===== config.mk =====
export PLATFORM = sky130hd
export DESIGN_NAME = ffal_ctrl
export DESIGN_NICKNAME = d
export VERILOG_FILES = /design/src/rtl/ffal_pkg.sv /design/src/rtl/ffal_ctrl.sv
export SDC_FILE = /design/constraint.sdc
export NUM_CORES = 1
export LEC_CHECK = 0
export ABC_AREA = 1
export CAP_MARGIN = 10
export CORE_AREA = 2 2 39 41
export DETAILED_ROUTE_END_ITERATION = 8
export DIE_AREA = 0 0 41 43
export DONT_BUFFER_PORTS = 1
export PLACE_DENSITY = 0.44
export SKIP_CTS_REPAIR_TIMING = 1
export SLEW_MARGIN = 20
export SYNTH_ARGS = -nofsm -noshare
export SYNTH_HDL_FRONTEND = slang
export SYNTH_SLANG_ARGS = --single-unit

===== constraint.sdc =====
create_clock -name clock -period 3 [get_ports clock]
set_input_delay 0.45 -clock clock [delete_from_list [all_inputs] [get_ports clock]]
set_output_delay 0.45 -clock clock [all_outputs]
set_load 0.02 [all_outputs]

===== src/rtl/ffal_pkg.sv =====
`default_nettype none
// ----------------------------------------------------------------------------
// ffal_pkg
// Shared types and constants of the free frame list allocator.
// ----------------------------------------------------------------------------
package ffal_pkg;

   localparam int FFAL_MAX_FRAMES = 4096;
   localparam int FFAL_COUNT_W    = 13;
   localparam int FFAL_FRAME_W    = 12;
   localparam int FFAL_PAGES_W    = 8;
   localparam int FFAL_REQ_W      = 2;
   localparam int FFAL_STATUS_W   = 3;
   localparam int FFAL_REQ_DATA_W = 24;
   localparam int FFAL_RSP_DATA_W = 16;
   localparam int FFAL_CSR_IDX_W  = 1;

   localparam logic [FFAL_COUNT_W-1:0] FFAL_COUNT_RST = 13'd4096;
   localparam logic [FFAL_FRAME_W-1:0] FFAL_FIRST_RST = 12'd0;

   typedef enum logic [FFAL_CSR_IDX_W-1:0] {
      CSR_FRAME_COUNT = 1'd0,
      CSR_FIRST_FREE  = 1'd1
   } ffal_csr_type;

   typedef enum logic [FFAL_REQ_W-1:0] {
      REQ_INIT  = 2'd0,
      REQ_ALLOC = 2'd1,
      REQ_FREE  = 2'd2
   } ffal_req_type;

   typedef enum logic [FFAL_STATUS_W-1:0] {
      ST_OK        = 3'd0,
      ST_SIZE      = 3'd1,
      ST_EMPTY     = 3'd2,
      ST_NOT_INIT  = 3'd3,
      ST_BAD_FRAME = 3'd4
   } ffal_status_type;

   typedef enum logic [1:0] {
      FS_IDLE  = 2'd0,
      FS_SWEEP = 2'd1,
      FS_READ  = 2'd2
   } ffal_state_type;

   typedef struct packed {
      logic            init_start;
      logic            sweep_step;
      logic            alloc_read;
      logic            alloc_pop;
      logic            free_push;
      logic            push;
      ffal_status_type push_status;
   } ffal_cmd_type;

   typedef struct packed {
      ffal_req_type kind;
      logic         ready;
      logic         page_one;
      logic         frame_bad;
      logic         head_nil;
      logic         init_empty;
      logic         sweep_last;
      logic         out_room;
   } ffal_stat_type;

endpackage
`default_nettype wire


===== src/rtl/ffal_ctrl.sv =====
`default_nettype none
// ----------------------------------------------------------------------------
// ffal_ctrl
// Request sequencer: decodes accepted words, runs the init sweep and the
// alloc link read, and issues commands to the datapath.
// ----------------------------------------------------------------------------
module ffal_ctrl (
   input  wire logic                   clock,
   input  wire logic                   reset,
   input  wire logic                   req_tvalid,
   output logic                        req_tready,
   input  wire ffal_pkg::ffal_stat_type stat,
   output ffal_pkg::ffal_cmd_type       cmd
);
   import ffal_pkg::*;

   ffal_state_type state_ff;
   ffal_state_type state_in;
   logic           accept;

   always_ff @(posedge clock) begin
      if (reset) begin
         state_ff <= FS_IDLE;
      end else begin
         state_ff <= state_in;
      end
   end

   assign req_tready = (state_ff == FS_IDLE) && stat.out_room;
   assign accept     = req_tvalid && req_tready;

   always_comb begin
      state_in = state_ff;
      cmd      = '0;
      cmd.push_status = ST_OK;
      unique case (state_ff)
         FS_IDLE: begin
            if (accept) begin
               unique case (stat.kind)
                  REQ_INIT: begin
                     cmd.init_start = 1'b1;
                     if (stat.init_empty) begin
                        cmd.push = 1'b1;
                     end else begin
                        state_in = FS_SWEEP;
                     end
                  end
                  REQ_ALLOC: begin
                     if (!stat.ready) begin
                        cmd.push        = 1'b1;
                        cmd.push_status = ST_NOT_INIT;
                     end else if (!stat.page_one) begin
                        cmd.push        = 1'b1;
                        cmd.push_status = ST_SIZE;
                     end else if (stat.head_nil) begin
                        cmd.push        = 1'b1;
                        cmd.push_status = ST_EMPTY;
                     end else begin
                        cmd.alloc_read = 1'b1;
                        state_in       = FS_READ;
                     end
                  end
                  REQ_FREE: begin
                     cmd.push = 1'b1;
                     if (!stat.ready) begin
                        cmd.push_status = ST_NOT_INIT;
                     end else if (stat.frame_bad) begin
                        cmd.push_status = ST_BAD_FRAME;
                     end else begin
                        cmd.free_push = 1'b1;
                     end
                  end
                  default: begin
                     cmd.push = 1'b1;
                  end
               endcase
            end
         end
         FS_SWEEP: begin
            cmd.sweep_step = 1'b1;
            if (stat.sweep_last) begin
               cmd.push = 1'b1;
               state_in = FS_IDLE;
            end
         end
         FS_READ: begin
            cmd.alloc_pop = 1'b1;
            cmd.push      = 1'b1;
            state_in      = FS_IDLE;
         end
         default: begin
            state_in = FS_IDLE;
         end
      endcase
   end

   a_read_one_cycle: assert property (@(posedge clock) disable iff (reset)
      cmd.alloc_read |=> cmd.alloc_pop)
      else $error("alloc read not followed by pop");

   a_push_has_room: assert property (@(posedge clock) disable iff (reset)
      cmd.push |-> stat.out_room)
      else $error("result pushed with output queue full");

   a_sweep_only_ready: assert property (@(posedge clock) disable iff (reset)
      (state_ff == FS_SWEEP) |-> stat.ready)
      else $error("sweep running before init latched");

endmodule
`default_nettype wire


==> Word level (Yosys, flattened, before mapping) <==
Index checks and enable logic that the tools add are counted.
{ "totals": {"register_bits": 2, "inputBits": 12, "out_inout_bits": 10, "elab_cells": 52} }
{ "op_classes": {"n_eq_ne": 11, "n_mux": 35, "n_reduce_logical": 5} }
{ "ops": {"columns": ["cell", "n"], "rows": [
  ["$mux 1", 17],
  ["$mux 2", 6],
  ["$mux 4", 3],
  ["$ne 3x3->1 const B", 4],
  ["$mux 3", 3],
  ["$pmux 2 s2", 2],
  ["$reduce_and 7->1", 1],
  ["$pmux 3 s2", 1],
  ["$mux 5", 1],
  ["$eq 2x1->1 const B", 2],
  ["$eq 2x2->1 const B", 2],
  ["$logic_not 2->1", 2],
  ["$ne 2x2->1 const B", 2],
  ["$ne 3x1->1 const B", 1],
  ["$pmux 1 s3", 1],
  ["$logic_and 1x1->1", 2],
  ["$pmux 1 s2", 1]
]} }

==> Logic depth before layout (Yosys ltp) <==
{ "depth": {"depth_word": 6, "ltp_mapped": 9, "mapped_depth_nobuf": 9} }

==> Worst setup path after synthesis <==
Ideal clock, no wire load.
{ "synth_path": {"path_kind": "input to output", "start": "input port stat[8] in the netlist's numbering", "end": "output port cmd[0] in the netlist's numbering", "arrival_time_ns": 1.350, "t_required_ns": 2.550, "path_slack_ns": 1.200, "path_stages": 6, "path_cell_list": "inv_1 > ha_1 > inv_1 > o21ai_0 > nand3_1 > a21oi_1"} }
{ "synth_rtl": {"columns": ["item", "line_no", "source"], "rows": [
  ["start, declared", "ffal_ctrl.sv:12", "input wire ffal_pkg::ffal_stat_type stat,"],
  ["end, declared", "ffal_ctrl.sv:13", "output ffal_pkg::ffal_cmd_type cmd"]
]} }

==> impl_metrics.yaml <==
status:
  outcome: "finished, final reports clean"
logic_synthesis:
  synth_area_um2: 352
  yosys_warnings: 0
  synthDominantCellAreaShare_pct: 14.9
  most_repeated_cell_in_the_gate_level_netlist_after_synthesis: "sky130_fd_sc_hd__inv_1"
  ys_seq_area_share_pct: 11.4
  synth_top_cells_by_area: "sky130_fd_sc_hd__inv_1 (15%), sky130_fd_sc_hd__nand2_1 (13%), sky130_fd_sc_hd__nor2_1 (12%)"
  ys_ff_latch: 2
  ys_top_cells_by_count: "sky130_fd_sc_hd__inv_1 (14), sky130_fd_sc_hd__nand2_1 (12), sky130_fd_sc_hd__nor2_1 (11), sky130_fd_sc_hd__nand3_1 (8), sky130_fd_sc_hd__ha_1 (3)"
  yosys.cell_types.count: 15
  netlist.top_cell.by_area: "sky130_fd_sc_hd__inv_1"
  postSynth.asyncResetShare_pct: 0
  synthesis.instances: 64
  synth_edf_count: 0
  avgSynthCellArea_um2: 5.49
  yosys_most_used_dff: "sky130_fd_sc_hd__dfxtp_1"
  nets_in_the_synthesized_netlist: 79
sta:
  worst-slew-pin-transition_ps: 548
  slew_margin_rel_pct: 63.2
  finClkSkew_ps: 3.88
  final_hold_viol_count: 0
  setup-tns-final_ps: 0
  rsz_0062_raised_after_global_routing: "false"
  report.final.slew_viol_count: 0
  period_needed_ps: 1990
  post-route-period-util_pct: 66.2
  timing.fmax_mhz: 503
  finalSetupViolations: 0
  final.hold.worst_slack_ps: 403
clock_network:
  h_tree_depth: 1
  tritoncts.num_buffers: 3
  worst_setup_hold_path_clk_slew_ps: 30
  clock_path_buffers: 2
  tritoncts: "built"
  clk_latency_ps: 220
  cts.sink_count: 2
  root_buffer_master: "sky130_fd_sc_hd__clkbuf_4"
power:
  p_comb_share_pct: 30.0
  vdd_drop_max_mv: 0.0663
  clockPowerShare_pct: 46.7
  internal_power_uw: 83.0
  powerDensity_nw_per_um2: 314
  power.sequential.fraction_pct: 23.2
  switchingPower_uw: 40.7
  p_sw_share_pct: 32.9
  power.static_leakage_uw: 0.000208
grt:
  first_global_vias: 345
  antenna_found_initial: 0
  grt_overflow: 0
  grt_first_pass_wirelength_mm: 1.29
  grt_max_degree: 10
  track_usage_pct: 10.4
layout:
  number_of_flip_flops_under_the_largest_register_name: 2
  layout_nets: 84
  insertedDiodeCount: 0
  final_cell_area_um2: 394
  synthesis_to_layout_area_growth_pct: 12.1
  finalCoreUtilization_pct: 28.5
  final_layout_size_suffix_gt1_share_pct: 11.9
  regMostFlops: "state_ff"
  fillers: 163
  largest_registers: "state_ff x2"
  final-instance-count-excl-fill: 83
critical_path:
  cp_capture_type: "output port"
  rr_startpoint: "state_ff[1]$_SDFFE_PP0P_"
  critical_path_required_ps: 2550
  cp_data_arrival_time_ps: 1540
  critPathLaunchType: "flop"
  worst_r2r_path_depth: 7
  worstSetupStartpoint: "state_ff[1]$_SDFFE_PP0P_"
  critical_path.max_fanout: 9
  worstSetupPathType: "reg2out"
die:
  die_w_um: 41
  floorplan.io_pins: 22
  initial_utilization_pct: 25.4
  floorplan.rows: 14
  core_um2: 1380
  floorplan.die_area_um2: 1760
  floorplan.die.height_um: 43
placed_design:
  dpl.hpwl_um: 697
  finalWeightedCongestion: 0.691
  placedCellCount: 80
  dpl_cell_area_um2: 372
  io_buffers: 0
routing:
  drt_first_pass_iters: 4
  vias: 381
  post_route_drc: 0
  dr.first_iter.drc_count: 8
  vias_per_cell: 4.59
  final_antenna_net_count: 0
  drt-wirelength-per-cell_um: 10.0
  wl_um: 830
min_path:
  hold_path_class: "in2reg"
  min_from: "reset"
  hold-path-cell-count: 3
job:
  maxCapViolCount: 0
-- cells by family after synthesis --
| group | synth area share, % |
|---|---|
| AO/OA/AOI/OAI | 5.69 |
| buffers and inverters | 16.0 |
| flip-flops | 11.4 |
| adder cells (fa/ha/maj) | 10.7 |
| AND/OR/NAND/NOR | 56.2 |
-- worst paths after layout --
check / end / slack [ps]
worst min-delay path: state_ff[0]$_SDFFE_PP0P_ / 400
worst max register to register: state_ff[0]$_SDFFE_PP0P_ / 1820
worst min register to register: state_ff[1]$_SDFFE_PP0P_ / 650
worst max-delay path: cmd[0] / 1010
-- metal layers --
layer | GRT usage (%) | routed length (um)
met1 | 12.4 | 343
met2 | 15.0 | 388
met3 | 2.62 | 98
met4 | 8.00 | 0
met5 | 0 | 0
-- worst max-delay path: stages (launching register included) --
cell and delay (ps):
sky130_fd_sc_hd__dfxtp_1 350, sky130_fd_sc_hd__nor2_4 230, sky130_fd_sc_hd__nand2_2 100, sky130_fd_sc_hd__nor2_4 140
sky130_fd_sc_hd__nand3_1 110, sky130_fd_sc_hd__a21oi_1 380
-- placed cells by master, fill, tap and decap left out, types with 3 or more instances in the layout --
cell type	synthesis	layout
sky130_fd_sc_hd__nand2_1	12	12
sky130_fd_sc_hd__nor2_1	11	11
sky130_fd_sc_hd__inv_1	14	14
sky130_fd_sc_hd__clkbuf_4	0	3
sky130_fd_sc_hd__nand3_1	8	8
sky130_fd_sc_hd__ha_1	3	3
-- power groups by stage --
stage	logic, uW	registers [uW]	clock network, uW
global placement	37.8	29.2	0
detailed placement	37.4	29.1	0
global route	43.2	28.9	62.2
finish	37.2	28.7	57.8
CTS	37.5	28.8	61.1
floorplan	32.3	28.9	0
-- through the flow --
| step | setup slack (ps) | total power, uW |
|---|---|---|
| 3_3_place_gp | 1110 | 67.0 |
| 5_1_grt | 898 | 134 |
| 3_5_place_dp | 1080 | 66.5 |
| 4_1_cts | 997 | 127 |
| 6_report | 1010 | 124 |
| 2_1_floorplan | 1200 | 61.2 |
-- area by class of cell --
| cell class | count | area (um^2) | share of cell area (%) |
|---|---|---|---|
| Multi-Input combinational cell | 47 | 255 | 64.8 |
| Inverter | 15 | 56.3 | 14.3 |
| Sequential cell | 2 | 40.0 | 10.2 |
| Clock buffer | 3 | 22.5 | 5.71 |
| Tap cell | 16 | 20.0 | 5.08 |
(Power assumes the default switching activity.)
